File: src/rtl/i2c_master_transaction_sequencer_assert.svh
// Assertion helpers for the I2C transaction sequencer.
// Each macro expects clk and rst to be visible in the module that uses it.
`ifndef I2C_MASTER_TRANSACTION_SEQUENCER_ASSERT_SVH
`define I2C_MASTER_TRANSACTION_SEQUENCER_ASSERT_SVH

// Condition in this cycle implies a consequence in the same cycle.
`define I2CTS_ASSERT_IMPL(label, cond, cons, msg) \
  label: assert property (@(posedge clk) disable iff (rst) (cond) |-> (cons)) else $error(msg);

// Condition in this cycle implies a consequence in the next cycle.
`define I2CTS_ASSERT_NEXT(label, cond, cons, msg) \
  label: assert property (@(posedge clk) disable iff (rst) (cond) |=> (cons)) else $error(msg);

`endif

File: src/rtl/i2cts_pkg.sv
`default_nettype none
package i2cts_pkg;

  localparam int QUEUE_DEPTH_DEF    = 8;
  localparam int MAX_DATA_BYTES     = 8;
  localparam int MAX_SUB_ADDR_BYTES = 4;

  typedef enum logic {
    ACT_ENQUEUE  = 1'b0,
    ACT_BUS_DONE = 1'b1
  } act_t;

  typedef enum logic [2:0] {
    CMD_NONE     = 3'd0,
    CMD_START    = 3'd1,
    CMD_TRANSMIT = 3'd2,
    CMD_RESTART  = 3'd3,
    CMD_RECEIVE  = 3'd4,
    CMD_ACK      = 3'd5,
    CMD_NACK     = 3'd6,
    CMD_STOP     = 3'd7
  } cmd_t;

  typedef enum logic [3:0] {
    PH_STOPPED   = 4'd0,
    PH_STARTED   = 4'd1,
    PH_ADDR_W    = 4'd2,
    PH_SUB_DONE  = 4'd3,
    PH_DATA_SENT = 4'd4,
    PH_RESTARTED = 4'd5,
    PH_ADDR_R    = 4'd6,
    PH_RECEIVING = 4'd7,
    PH_ACK_SENT  = 4'd8,
    PH_NACK_SENT = 4'd9,
    PH_FETCH     = 4'd10
  } phase_t;

  typedef struct packed {
    logic [3:0]  byte_count;
    logic [2:0]  sub_count;
    logic [31:0] reg_addr;
    logic        read_mode;
    logic [6:0]  dev_addr;
  } hdr_t;

  typedef struct packed {
    act_t        action;
    hdr_t        hdr;
    logic [63:0] payload;
    logic [7:0]  rx_byte;
  } mid_item_t;

  typedef struct packed {
    cmd_t       cmd;
    logic [7:0] out_byte;
    logic [7:0] read_data;
    logic       read_valid;
    logic       read_last;
    logic       enqueue_refused;
    logic       bus_idle;
  } res_t;

endpackage
`default_nettype wire

File: src/rtl/i2cts_fifo.sv
`default_nettype none
module i2cts_fifo #(
  parameter type item_t = logic
) (
  input  wire        clk,
  input  wire        rst,
  input  wire        push,
  input  wire item_t wdata,
  output logic       full,
  input  wire        pop,
  output item_t      rdata,
  output logic       empty
);
  localparam int DEPTH = 2;
  localparam int PTR_W = $clog2(DEPTH);
  localparam int CNT_W = $clog2(DEPTH + 1);

  item_t            mem [DEPTH];
  logic [PTR_W-1:0] wr_ptr;
  logic [PTR_W-1:0] rd_ptr;
  logic [CNT_W-1:0] count;
  logic             do_push;
  logic             do_pop;

  assign full    = (count == CNT_W'(DEPTH));
  assign empty   = (count == '0);
  assign do_push = push && !full;
  assign do_pop  = pop && !empty;
  assign rdata   = mem[rd_ptr];

  always_ff @(posedge clk) begin
    if (do_push) begin
      mem[wr_ptr] <= wdata;
    end
  end

  always_ff @(posedge clk) begin
    if (rst) begin
      wr_ptr <= '0;
      rd_ptr <= '0;
      count  <= '0;
    end else begin
      if (do_push) begin
        wr_ptr <= (wr_ptr == PTR_W'(DEPTH - 1)) ? '0 : wr_ptr + 1'b1;
      end
      if (do_pop) begin
        rd_ptr <= (rd_ptr == PTR_W'(DEPTH - 1)) ? '0 : rd_ptr + 1'b1;
      end
      if (do_push && !do_pop) begin
        count <= count + 1'b1;
      end else if (do_pop && !do_push) begin
        count <= count - 1'b1;
      end
    end
  end
endmodule
`default_nettype wire

File: src/rtl/i2cts_front.sv
`default_nettype none
module i2cts_front (
  input  wire                     action,
  input  wire  [6:0]              dev_addr,
  input  wire                     read_mode,
  input  wire  [31:0]             reg_addr,
  input  wire  [2:0]              reg_addr_count,
  input  wire  [63:0]             write_data,
  input  wire  [3:0]              byte_count,
  input  wire  [7:0]              received_byte,
  output i2cts_pkg::mid_item_t    item
);
  import i2cts_pkg::*;

  logic [2:0] subs;
  logic [3:0] cnt;

  // Counts are saturated into their legal ranges before they are queued.
  always_comb begin
    if (reg_addr_count == 3'd0) begin
      subs = 3'd1;
    end else if (reg_addr_count > 3'(MAX_SUB_ADDR_BYTES)) begin
      subs = 3'(MAX_SUB_ADDR_BYTES);
    end else begin
      subs = reg_addr_count;
    end
    if (byte_count == 4'd0) begin
      cnt = 4'd1;
    end else if (byte_count > 4'(MAX_DATA_BYTES)) begin
      cnt = 4'(MAX_DATA_BYTES);
    end else begin
      cnt = byte_count;
    end
  end

  always_comb begin
    item.action        = act_t'(action);
    item.hdr.byte_count = cnt;
    item.hdr.sub_count = subs;
    item.hdr.reg_addr  = reg_addr;
    item.hdr.read_mode = read_mode;
    item.hdr.dev_addr  = dev_addr;
    item.payload       = write_data;
    item.rx_byte       = received_byte;
  end
endmodule
`default_nettype wire

File: src/rtl/i2cts_back.sv
`default_nettype none
module i2cts_back #(
  parameter int QUEUE_DEPTH = i2cts_pkg::QUEUE_DEPTH_DEF
) (
  input  wire                       clk,
  input  wire                       rst,
  input  wire                       item_valid,
  input  wire i2cts_pkg::mid_item_t item,
  output logic                      item_take,
  input  wire                       out_full,
  output logic                      res_push,
  output i2cts_pkg::res_t           res
);
  import i2cts_pkg::*;
  `include "i2c_master_transaction_sequencer_assert.svh"

  localparam int IDX_W = $clog2(QUEUE_DEPTH);
  localparam int CNT_W = $clog2(QUEUE_DEPTH + 1);
  localparam int ENT_W = $bits(hdr_t) + 64;

  function automatic logic [IDX_W-1:0] ring_inc(input logic [IDX_W-1:0] p);
    return (p == IDX_W'(QUEUE_DEPTH - 1)) ? '0 : p + 1'b1;
  endfunction

  // Descriptor ring: one write port at the tail, one registered read at the head.
  logic [ENT_W-1:0] ring [QUEUE_DEPTH];
  logic [ENT_W-1:0] ring_rd;

  phase_t           phase, phase_next;
  hdr_t             active_hdr;
  logic [63:0]      active_payload;
  logic [2:0]       sub_index, sub_index_next;
  logic [3:0]       byte_index, byte_index_next;
  logic [IDX_W-1:0] ring_head, ring_head_next;
  logic [IDX_W-1:0] ring_tail, ring_tail_next;
  logic [CNT_W-1:0] ring_count, ring_count_next;
  logic             idle_flag, idle_flag_next;

  logic       wr_en;
  logic       rd_en;
  logic       bus_step;
  logic       ring_full;
  logic       ring_empty;
  logic [2:0] sub_inc;
  logic [3:0] data_inc;
  logic [7:0] sub_byte;
  logic [7:0] data_byte_cur;
  logic [7:0] data_byte_inc;

  // The fetch cycle waits on the ring read, so no item is taken in it.
  assign item_take  = item_valid && !out_full && (phase != PH_FETCH);
  assign bus_step   = item_take && (item.action == ACT_BUS_DONE);
  assign ring_full  = (ring_count == CNT_W'(QUEUE_DEPTH));
  assign ring_empty = (ring_count == '0);
  assign sub_inc    = sub_index + 1'b1;
  assign data_inc   = byte_index + 1'b1;

  assign sub_byte      = active_hdr.reg_addr[{sub_index[1:0], 3'b000} +: 8];
  assign data_byte_cur = active_payload[{byte_index[2:0], 3'b000} +: 8];
  assign data_byte_inc = active_payload[{data_inc[2:0], 3'b000} +: 8];

  always_comb begin
    phase_next = phase;
    if (phase == PH_FETCH) begin
      phase_next = PH_STARTED;
    end else if (bus_step) begin
      unique case (phase)
        PH_STARTED:   phase_next = PH_ADDR_W;
        PH_ADDR_W:    phase_next = (sub_inc >= active_hdr.sub_count) ? PH_SUB_DONE : PH_ADDR_W;
        PH_SUB_DONE:  phase_next = active_hdr.read_mode ? PH_RESTARTED : PH_DATA_SENT;
        PH_DATA_SENT: phase_next = (data_inc >= active_hdr.byte_count) ? PH_STOPPED
                                                                       : PH_DATA_SENT;
        PH_RESTARTED: phase_next = PH_ADDR_R;
        PH_ADDR_R,
        PH_ACK_SENT:  phase_next = PH_RECEIVING;
        PH_RECEIVING: phase_next = (data_inc >= active_hdr.byte_count) ? PH_NACK_SENT
                                                                       : PH_ACK_SENT;
        PH_NACK_SENT: phase_next = PH_STOPPED;
        default:      phase_next = ring_empty ? PH_STOPPED : PH_FETCH;
      endcase
    end
  end

  always_comb begin
    res                 = '0;
    res.cmd             = CMD_NONE;
    res_push            = 1'b0;
    wr_en               = 1'b0;
    rd_en               = 1'b0;
    sub_index_next      = sub_index;
    byte_index_next     = byte_index;
    ring_head_next      = ring_head;
    ring_tail_next      = ring_tail;
    ring_count_next     = ring_count;
    idle_flag_next      = idle_flag;

    if (phase == PH_FETCH) begin
      res_push       = 1'b1;
      res.cmd        = CMD_START;
      idle_flag_next = 1'b0;
    end else if (item_take) begin
      res_push = 1'b1;
      case (item.action)
        ACT_ENQUEUE: begin
          if (ring_full) begin
            res.enqueue_refused = 1'b1;
          end else begin
            wr_en           = 1'b1;
            ring_tail_next  = ring_inc(ring_tail);
            ring_count_next = ring_count + 1'b1;
          end
        end
        default: begin
          unique case (phase)
            PH_STARTED: begin
              res.cmd         = CMD_TRANSMIT;
              res.out_byte    = {active_hdr.dev_addr, 1'b0};
              sub_index_next  = '0;
              byte_index_next = '0;
            end
            PH_ADDR_W: begin
              res.cmd        = CMD_TRANSMIT;
              res.out_byte   = sub_byte;
              sub_index_next = sub_inc;
            end
            PH_SUB_DONE: begin
              if (active_hdr.read_mode) begin
                res.cmd = CMD_RESTART;
              end else begin
                res.cmd      = CMD_TRANSMIT;
                res.out_byte = data_byte_cur;
              end
            end
            PH_DATA_SENT: begin
              byte_index_next = data_inc;
              if (data_inc >= active_hdr.byte_count) begin
                res.cmd = CMD_STOP;
              end else begin
                res.cmd      = CMD_TRANSMIT;
                res.out_byte = data_byte_inc;
              end
            end
            PH_RESTARTED: begin
              res.cmd      = CMD_TRANSMIT;
              res.out_byte = {active_hdr.dev_addr, 1'b1};
            end
            PH_ADDR_R,
            PH_ACK_SENT: begin
              res.cmd = CMD_RECEIVE;
            end
            PH_RECEIVING: begin
              res.read_data   = item.rx_byte;
              res.read_valid  = 1'b1;
              byte_index_next = data_inc;
              if (data_inc >= active_hdr.byte_count) begin
                res.read_last = 1'b1;
                res.cmd       = CMD_NACK;
              end else begin
                res.cmd = CMD_ACK;
              end
            end
            PH_NACK_SENT: begin
              res.cmd = CMD_STOP;
            end
            default: begin
              // Stopped: either report idle or start fetching the next descriptor.
              if (ring_empty) begin
                idle_flag_next = 1'b1;
              end else begin
                res_push        = 1'b0;
                rd_en           = 1'b1;
                ring_head_next  = ring_inc(ring_head);
                ring_count_next = ring_count - 1'b1;
              end
            end
          endcase
        end
      endcase
    end
    res.bus_idle = idle_flag_next;
  end

  always_ff @(posedge clk) begin
    if (wr_en) begin
      ring[ring_tail] <= {item.hdr, item.payload};
    end
    if (rd_en) begin
      ring_rd <= ring[ring_head];
    end
  end

  always_ff @(posedge clk) begin
    if (phase == PH_FETCH) begin
      active_hdr     <= ring_rd[ENT_W-1 -: $bits(hdr_t)];
      active_payload <= ring_rd[63:0];
    end
  end

  always_ff @(posedge clk) begin
    if (rst) begin
      phase      <= PH_STOPPED;
      sub_index  <= '0;
      byte_index <= '0;
      ring_head  <= '0;
      ring_tail  <= '0;
      ring_count <= '0;
      idle_flag  <= 1'b1;
    end else begin
      phase      <= phase_next;
      sub_index  <= sub_index_next;
      byte_index <= byte_index_next;
      ring_head  <= ring_head_next;
      ring_tail  <= ring_tail_next;
      ring_count <= ring_count_next;
      idle_flag  <= idle_flag_next;
    end
  end

  `I2CTS_ASSERT_IMPL(a_count_bound, 1'b1, ring_count <= CNT_W'(QUEUE_DEPTH), "ring count overflow")
  `I2CTS_ASSERT_IMPL(a_empty_ptrs, ring_empty, ring_head == ring_tail, "empty ring with split pointers")
  `I2CTS_ASSERT_IMPL(a_fetch_from_stop, phase == PH_FETCH, $past(phase) == PH_STOPPED, "fetch not from stopped")
  `I2CTS_ASSERT_NEXT(a_fetch_result, phase == PH_FETCH, $past(res_push) && $past(res.cmd) == CMD_START, "fetch without start")
endmodule
`default_nettype wire

File: src/rtl/i2c_master_transaction_sequencer.sv
// A result is pushed into the output queue in the same cycle as its item is taken.
// A bus-done item that pops a descriptor pushes no result; the fetch phase pushes CMD_START.
// Throughput: one item per cycle while the output queue has room; no item is taken in fetch.
// The back end sequencer and its single-port ring read set that rate.
// Reset (rst, synchronous): queues empty, ring empty, phase stopped, idle flag set;
// ring contents are not cleared.
`default_nettype none
module i2c_master_transaction_sequencer #(
  parameter int QUEUE_DEPTH = i2cts_pkg::QUEUE_DEPTH_DEF
) (
  input  wire         clk,
  input  wire         rst,
  input  wire         push,
  output logic        full,
  input  wire         action,
  input  wire  [6:0]  dev_addr,
  input  wire         read_mode,
  input  wire  [31:0] reg_addr,
  input  wire  [2:0]  reg_addr_count,
  input  wire  [63:0] write_data,
  input  wire  [3:0]  byte_count,
  input  wire  [7:0]  received_byte,
  output logic        empty,
  input  wire         pop,
  output logic [2:0]  bus_command,
  output logic [7:0]  out_byte,
  output logic [7:0]  read_data,
  output logic        read_valid,
  output logic        read_last,
  output logic        enqueue_refused,
  output logic        bus_idle
);
  import i2cts_pkg::*;

  mid_item_t front_item;
  mid_item_t mid_item;
  logic      mid_empty;
  logic      mid_take;
  logic      out_full;
  logic      res_push;
  res_t      res;
  res_t      out_res;

  i2cts_front u_front (
    .action         (action),
    .dev_addr       (dev_addr),
    .read_mode      (read_mode),
    .reg_addr       (reg_addr),
    .reg_addr_count (reg_addr_count),
    .write_data     (write_data),
    .byte_count     (byte_count),
    .received_byte  (received_byte),
    .item           (front_item)
  );

  i2cts_fifo #(.item_t(mid_item_t)) u_mid_q (
    .clk   (clk),
    .rst   (rst),
    .push  (push),
    .wdata (front_item),
    .full  (full),
    .pop   (mid_take),
    .rdata (mid_item),
    .empty (mid_empty)
  );

  i2cts_back #(.QUEUE_DEPTH(QUEUE_DEPTH)) u_back (
    .clk        (clk),
    .rst        (rst),
    .item_valid (!mid_empty),
    .item       (mid_item),
    .item_take  (mid_take),
    .out_full   (out_full),
    .res_push   (res_push),
    .res        (res)
  );

  i2cts_fifo #(.item_t(res_t)) u_out_q (
    .clk   (clk),
    .rst   (rst),
    .push  (res_push),
    .wdata (res),
    .full  (out_full),
    .pop   (pop),
    .rdata (out_res),
    .empty (empty)
  );

  assign bus_command     = out_res.cmd;
  assign out_byte        = out_res.out_byte;
  assign read_data       = out_res.read_data;
  assign read_valid      = out_res.read_valid;
  assign read_last       = out_res.read_last;
  assign enqueue_refused = out_res.enqueue_refused;
  assign bus_idle        = out_res.bus_idle;
endmodule
`default_nettype wire

File: config.mk
export PLATFORM = sky130hd
export DESIGN_NAME = i2c_master_transaction_sequencer
export DESIGN_NICKNAME = d
export VERILOG_FILES = /design/src/rtl/i2cts_pkg.sv /design/src/rtl/i2cts_fifo.sv /design/src/rtl/i2cts_front.sv /design/src/rtl/i2cts_back.sv /design/src/rtl/i2c_master_transaction_sequencer.sv
export VERILOG_INCLUDE_DIRS = /design/src /design/src/rtl
export SDC_FILE = /design/constraint.sdc
export NUM_CORES = 1
export LEC_CHECK = 0
export BUFFER_PORTS_ARGS = -buffer_cell sky130_fd_sc_hd__clkbuf_2
export CAP_MARGIN = 5
export CORE_ASPECT_RATIO = 1.4
export CORE_UTILIZATION = 40
export CTS_CLUSTER_DIAMETER = 150
export CTS_CLUSTER_SIZE = 30
export DETAILED_ROUTE_END_ITERATION = 8
export HOLD_SLACK_MARGIN = 0.08
export PLACE_DENSITY = 0.64
export SKIP_CTS_REPAIR_TIMING = 1
export SYNTH_ARGS = -nofsm -noshare
export SYNTH_HDL_FRONTEND = slang
export SYNTH_HIERARCHICAL = 1
export SYNTH_SLANG_ARGS = --single-unit
File: constraint.sdc
create_clock -name clk -period 11.5 [get_ports clk]
set_input_delay 2.3 -clock clk [delete_from_list [all_inputs] [get_ports clk]]
set_output_delay 2.3 -clock clk [all_outputs]
set_load 0.01 [all_outputs]
Word level (Yosys, flattened, before mapping):

Memory sizes are Yosys's and may differ from the RTL's. A register that Yosys moved wholly into a read port is not among the register bits.
Cells that the tools add are included.
W data, S select, Z words.

* reduce and logical (&&, ||, !) cells: 39
* $add $sub $neg: 14
* $lt $le $gt $ge: 4
* bitwise operators: 5
* eq/ne operators: 19
* shifts and indexed selects: 3
* mux-type cells: 72

Operators with widths (count)
* $shiftx A64 B7 Y8: 2
* $mux W1: 42
* $pmux W8 S5: 1
* $pmux W4 S8: 1
* $shiftx A32 B6 Y8: 1
* $mux W4: 7
* $mux W22: 1
* $mux W21: 1
* $mux W3: 7
* $mux W19: 1
* $pmux W3 S6: 1
* $eq A4 B3 Y1 const B: 4
* $eq A4 B4 Y1 const B: 4
* $mux W8: 2
* $reduce_and A4 Y1: 3
* $logic_and A1 B1 Y1: 11
* $mux W10: 1
* $mux W2: 5
* $reduce_and A5 Y1: 2
* $reduce_bool A2 Y1: 5
* $add A3 B1 Y3 const B: 3
* $reduce_or A9 Y1: 1
* $add A4 B1 Y4 const B: 2
* $eq A4 B2 Y1 const B: 2
* 23 further kinds: 46

* logic and storage cells: 179
* register bits after elaboration: 141
* RAM bits: 1174
* memories kept: 3
* input port bits: 124

Memory list
* u_back.ring: words 8, bits a word 111, read ports 1, clocked after Yosys merged registers in 1, wr ports 1, line i2cts_back.sv:26 `logic [ENT_W-1:0] ring [QUEUE_DEPTH];`
* u_mid_q.mem: words 2, bits a word 120, read ports 1, clocked after Yosys merged registers in 1, wr ports 1, line i2cts_fifo.sv:18 `item_t mem [DEPTH];`
* u_out_q.mem: words 2, bits a word 23, read ports 1, clocked after Yosys merged registers in 1, wr ports 1, line i2cts_fifo.sv:18

Longest topological paths before layout:

* word-level depth: 11
* depth in mapped cells: 11
* gate-level depth less buffers: 10

By module:

The synthesis kept the hierarchy.

By module, submodules not included
* i2cts_back: cells each 1845, instances 1, area an instance 42951.2 um2
* i2cts_fifo at u_mid_q: cells each 398, instances 1, area an instance 8906.0 um2
* i2cts_fifo at u_out_q: cells each 96, instances 1, area an instance 1868.0 um2
* i2cts_front: cells each 122, instances 1, area an instance 897.1 um2
* i2c_master_transaction_sequencer: cells each 1, instances 1, area an instance 3.8 um2

Worst setup path after synthesis:

No wires, ideal clock.

* path kind: flip-flop to flip-flop
* start point: register u_back.phase[2]
* end point: memory u_back/ring[2][0] (netlist name) (enable)
* required time: 10.783 ns
* arrival time: 9.178 ns
* buffers on the path: 1
* slack: 1.606 ns
* stages on the path, launching flop included: 8
* cell sequence: dfxtp_1 -> buf_4 -> nor2b_4 -> nand3b_4 -> inv_4 -> nor4_4 -> nand2_1 -> nor3_1

* word-level cells in the longest chain between the ends: 6
* elaborated cells on any way between the ends: 7
* those cells by class: eq/ne (2); mux (4); reduce/logical (1)

RTL lines
* from (decl): line i2cts_back.sv:29 `phase_t phase, phase_next;`
* from (signal assigned): line i2cts_back.sv:209 `phase <= phase_next;`
* $ne A4 B4 Y1: line i2cts_back.sv:51 `assign item_take = item_valid && !out_full && (phase != PH_FETCH);`
* $logic_and A1 B1 Y1: line i2cts_back.sv:51
* $mux W1: line i2cts_back.sv:101 `end else if (item_take) begin`
* $mux W1 (*): line i2cts_back.sv:97 `if (phase == PH_FETCH) begin`
* $mux W1 (*): line i2cts_back.sv:184 `if (wr_en) begin`
* $mux W1 (not written as such) (*): line i2cts_back.sv:185 `ring[ring_tail] <= {item.hdr, item.payload};`
* to (decl): line i2cts_back.sv:26

Every way passes the cells marked *; elsewhere a longest branch is shown, timed or not.

Worst setup path after layout:

* start point: register u_back.phase[2]
* end point: memory u_back/ring[5][10] (netlist name) (enable)

The elaborated chain is that of the path after synthesis.

==> results by group <==
Setup path
  • CP required: 11.81 ns
  • Worst path arrival time: 5.52 ns
  • Worst setup SP type: flop
  • Reg2reg end: u_back/ring[5][10]$_DFFE_PP_
  • FF-to-FF Start: u_back/phase[2]$_SDFFE_PP0P_
  • Critical path capture point type: flop
  • Crit Path Max Fanout: 54
  • R2R setup slack: around 6.3 ns
  • Worst Reg2Reg Path Length in Cells: 8
  • Critical path class: flop to flop

Yosys
  • Post-synth top area share: 0.767
  • Cells taking the most area after synthesis: edfxtp_1 77%, mux4_2 11%, mux2_2 5.2%, buf_4 1.6%, dfxtp_1 1.2%
  • Mapped Nets: ~2600
  • Flop and latch count out of synthesis: 1428
  • Post-synth top flop: edfxtp_1
  • Mean Syn Cell Area: roughly 22 um^2
  • Asr flop ratio synth: 0
  • EDFF count, synth: 1396
  • Syn Std Cell Area: between 50000 and 60000 um^2
  • Synth top cells by count: 1396 x edfxtp_1, 262 x mux4_2, 254 x mux2_2, 116 x buf_4, 48 x nor2_1
  • Ys Warns: 6
  • Post-synthesis cell type count: 67
  • Most common cell in the netlist: edfxtp_1
  • Cells after Synth: roughly 2500
  • Post-synthesis sequential area ratio: 0.779
  • Leading area contributor after synthesis: edfxtp_1

Die
  • Height of the die: 439 um
  • Row count: between 150 and 200
  • Core area: 136000 um^2
  • Chip Width: between 300 and 400 um
  • IO Count: 149
  • Die ar.: 138000 um^2
  • Starting Density: 0.402

STA
  • Setup Viol. Count Final: 0
  • Final Critical Period: between 5 and 6 ns
  • Tcrit/Tclk final: 0.454
  • WHS: a little over 0.4 ns
  • Setup TNS: 0 ns
  • Fin Clk Skew: 0.0333 ns
  • Max Slew Vio Count: 0
  • Final Hold Fails: 0
  • Worst Max-Slew Pin Slew: between 1 and 1.5 ns
  • Max Freq: approximately 190 MHz
  • Slew headroom: 0.175
  • Unrepaired setup endpoints after global routing: false

Clock network
  • H-tree levels: 2
  • TritonCTS buffer count: 53
  • Clk_lat worst skew: just under 0.7 ns
  • Reg clk slew, reported paths: approximately 0.12 ns
  • Clock buffer depth: 3
  • CTS tree: built
  • CTS Root Cell: clkbuf_16
  • Num Clock Sinks: around 1400

Global routing
  • Pin count of the biggest net entering global routing: between 100 and 150
  • Global-route wire length before repair: between 150 and 200 mm
  • All-Layer GR Usage: 0.154
  • Vias in the first global route: 24200
  • GR Overflow Total: 0
  • Initial antenna violation count: 0

Layout
  • Layout fillers: ~12000
  • Antenna diodes: 0
  • Fraction of layout cells with a size suffix above 1: 0.312
  • Area added between synthesis and finish: 6.33%
  • Final net count: approximately 2600

Run
  • MaxCap Viol Count: 0

Power and ir drop
  • Clock share of power: 0.207
  • Leakage: ~17 nW
  • Sequential power share: 0.604
  • Switching pwr: 0.00289 W
  • Pwr/cell area: 193 nW/um^2
  • VDD IR-drop max: approximately 0.13 mV
  • Internal power: 0.00834 W
  • Net switching fraction of the power: 0.257
  • Combinational share of power: 0.190

Status
  • Status: finished, final reports clean

Placed design
  • Detailed placement HPWL: between 60 and 70 mm
  • IO Port Bufs: roughly 150
  • Gp weighted congestion: 0.775

Routing
  • Wire length per cell: 24.8 um
  • First drt pass iteration count: 5
  • Final wirelength: between 100 and 150 mm
  • Drc violations: 0
  • Vias/cell: approximately 5.3
  • Via Count: roughly 23000
  • Number of nets with antenna violations after routing: 0
  • DRT iter0 DRCs: 1831

Hold path
  • Min-Delay Startpoint: u_back/ring_rd[55]$_DFFE_PP_
  • HP Class: flop to flop
  • WHS Endpoint: u_back/active_payload[55]$_DFFE_PP_
  • Hold depth: 0
-- area by class of cell --
| cell class | count | area [um^2] | area share |
|---|---|---|---|
| Clock inverter | 4 | 51.3 | 0.000883 |
| Clock buffer | 73 | 1420 | 0.0245 |
| Tap cell | 1782 | 2230 | 0.0384 |
| Multi-Input combinational cell | 800 | 10700 | 0.184 |
| Timing Repair Buffer | 178 | 1040 | 0.0179 |
| Inverter | 17 | 71.3 | 0.00123 |
| Sequential cell | 1428 | 42600 | 0.733 |
-- flip-flops by register name, summed over array words and instances, names as in the netlist, 2 cells and up, named ones only --
signal / count
u_back/ring: 888
u_mid_q/mem: 240
u_back/ring_rd: 111
u_back/active_payload: 64
u_back/active_hdr: 47
u_out_q/mem: 46
u_back/byte_index: 4
u_back/phase: 4
u_back/ring_count: 4
u_back/ring_head: 3
u_back/ring_tail: 3
u_back/sub_index: 3
u_mid_q/count: 2
u_out_q/count: 2
-- layout by cell type, fill, tap and decap left out, drive strengths merged, types with 3 or more instances in the layout --
cell type,instances
mux2i,8
nand2,25
ha,17
a31oi,16
a21oi,24
nor4,3
buf,30
and2,4
xnor2,5
nor2,48
nand2b,10
nor2b,26
o21ai,12
a22oi,4
mux4,262
nor3b,3
or3,5
mux2,255
and3,10
a211oi,6
dfxtp,32
xor2,7
inv,19
nand3,4
edfxtp,1396
clkbuf,221
a21o,9
nor3,10
-- how the worst max path moves through the flow --
stage / from / to / cells after the start
6_report: u_back/phase[2]$_SDFFE_PP0P_ / u_back/ring[5][10]$_DFFE_PP_ / 8
5_1_grt: u_back/phase[2]$_SDFFE_PP0P_ / u_back/ring[5][10]$_DFFE_PP_ / 8
4_1_cts: u_back/phase[2]$_SDFFE_PP0P_ / u_back/ring[5][10]$_DFFE_PP_ / 8
3_5_place_dp: u_back/phase[2]$_SDFFE_PP0P_ / u_back/ring[5][20]$_DFFE_PP_ / 8
3_3_place_gp: u_back/phase[2]$_SDFFE_PP0P_ / u_back/ring[5][14]$_DFFE_PP_ / 8
2_1_floorplan: u_back/phase[2]$_SDFFE_PP0P_ / u_back/ring[2][0]$_DFFE_PP_ / 7
-- stage by stage --
stage	worst slack (ns)	cell area [um^2]	cells	util	power [W]
after floorplan	1.61	54600	2462	-	0.00843
after global placement	6.36	56600	4205	0.417	0.00897
after detailed placement	6.25	56600	4205	0.417	0.00909
after CTS	6.22	58100	4282	0.428	0.0114
after global routing	5.96	58100	4282	0.428	0.0117
final	6.28	58100	4282	0.428	0.0112
-- layer usage --
metal | GRT usage | vias up | part of all wire
met5 | 0 | - | 0
met4 | 0.0327 | 0 | 0.018
met3 | 0.0166 | 101 | 0.041
met2 | 0.279 | 554 | 0.53
met1 | 0.198 | 12200 | 0.41
li1 | - | 9904 | -
-- power by group through the flow --
| stage | Sequential (W) | Clock, W | Combinational [W] |
|---|---|---|---|
| 2_1_floorplan | 0.00684 | 0 | 0.00159 |
| 6_report | 0.00678 | 0.00232 | 0.00213 |
| 4_1_cts | 0.00679 | 0.00240 | 0.00219 |
| 3_3_place_gp | 0.00688 | 0 | 0.00210 |
| 5_1_grt | 0.00682 | 0.00256 | 0.00232 |
| 3_5_place_dp | 0.00691 | 0 | 0.00218 |
-- logic make-up (layout without fill, tap and decap cells) --
kind of cell,after synthesis,after routing,share of synthesized area
flops,1428,1428,0.779
xor+xnor,12,12,0.00192
mux,525,525,0.162
fa+ha+maj,18,18,0.00426
simple gates,159,159,0.0162
compound gates,86,86,0.0100
buf+inv,234,272,0.0262
-- critical path: stages, from the launching register on --
cell and delay (ns):
dfxtp_1 0.77, nor2b_4 0.18, nand3b_4 0.16, inv_4 0.21, nor4_4 0.61, nand2b_1 0.35, nor2_4 1.02, buf_4 0.90
buf_4 0.61
Power figures use the tool's default switching activity.
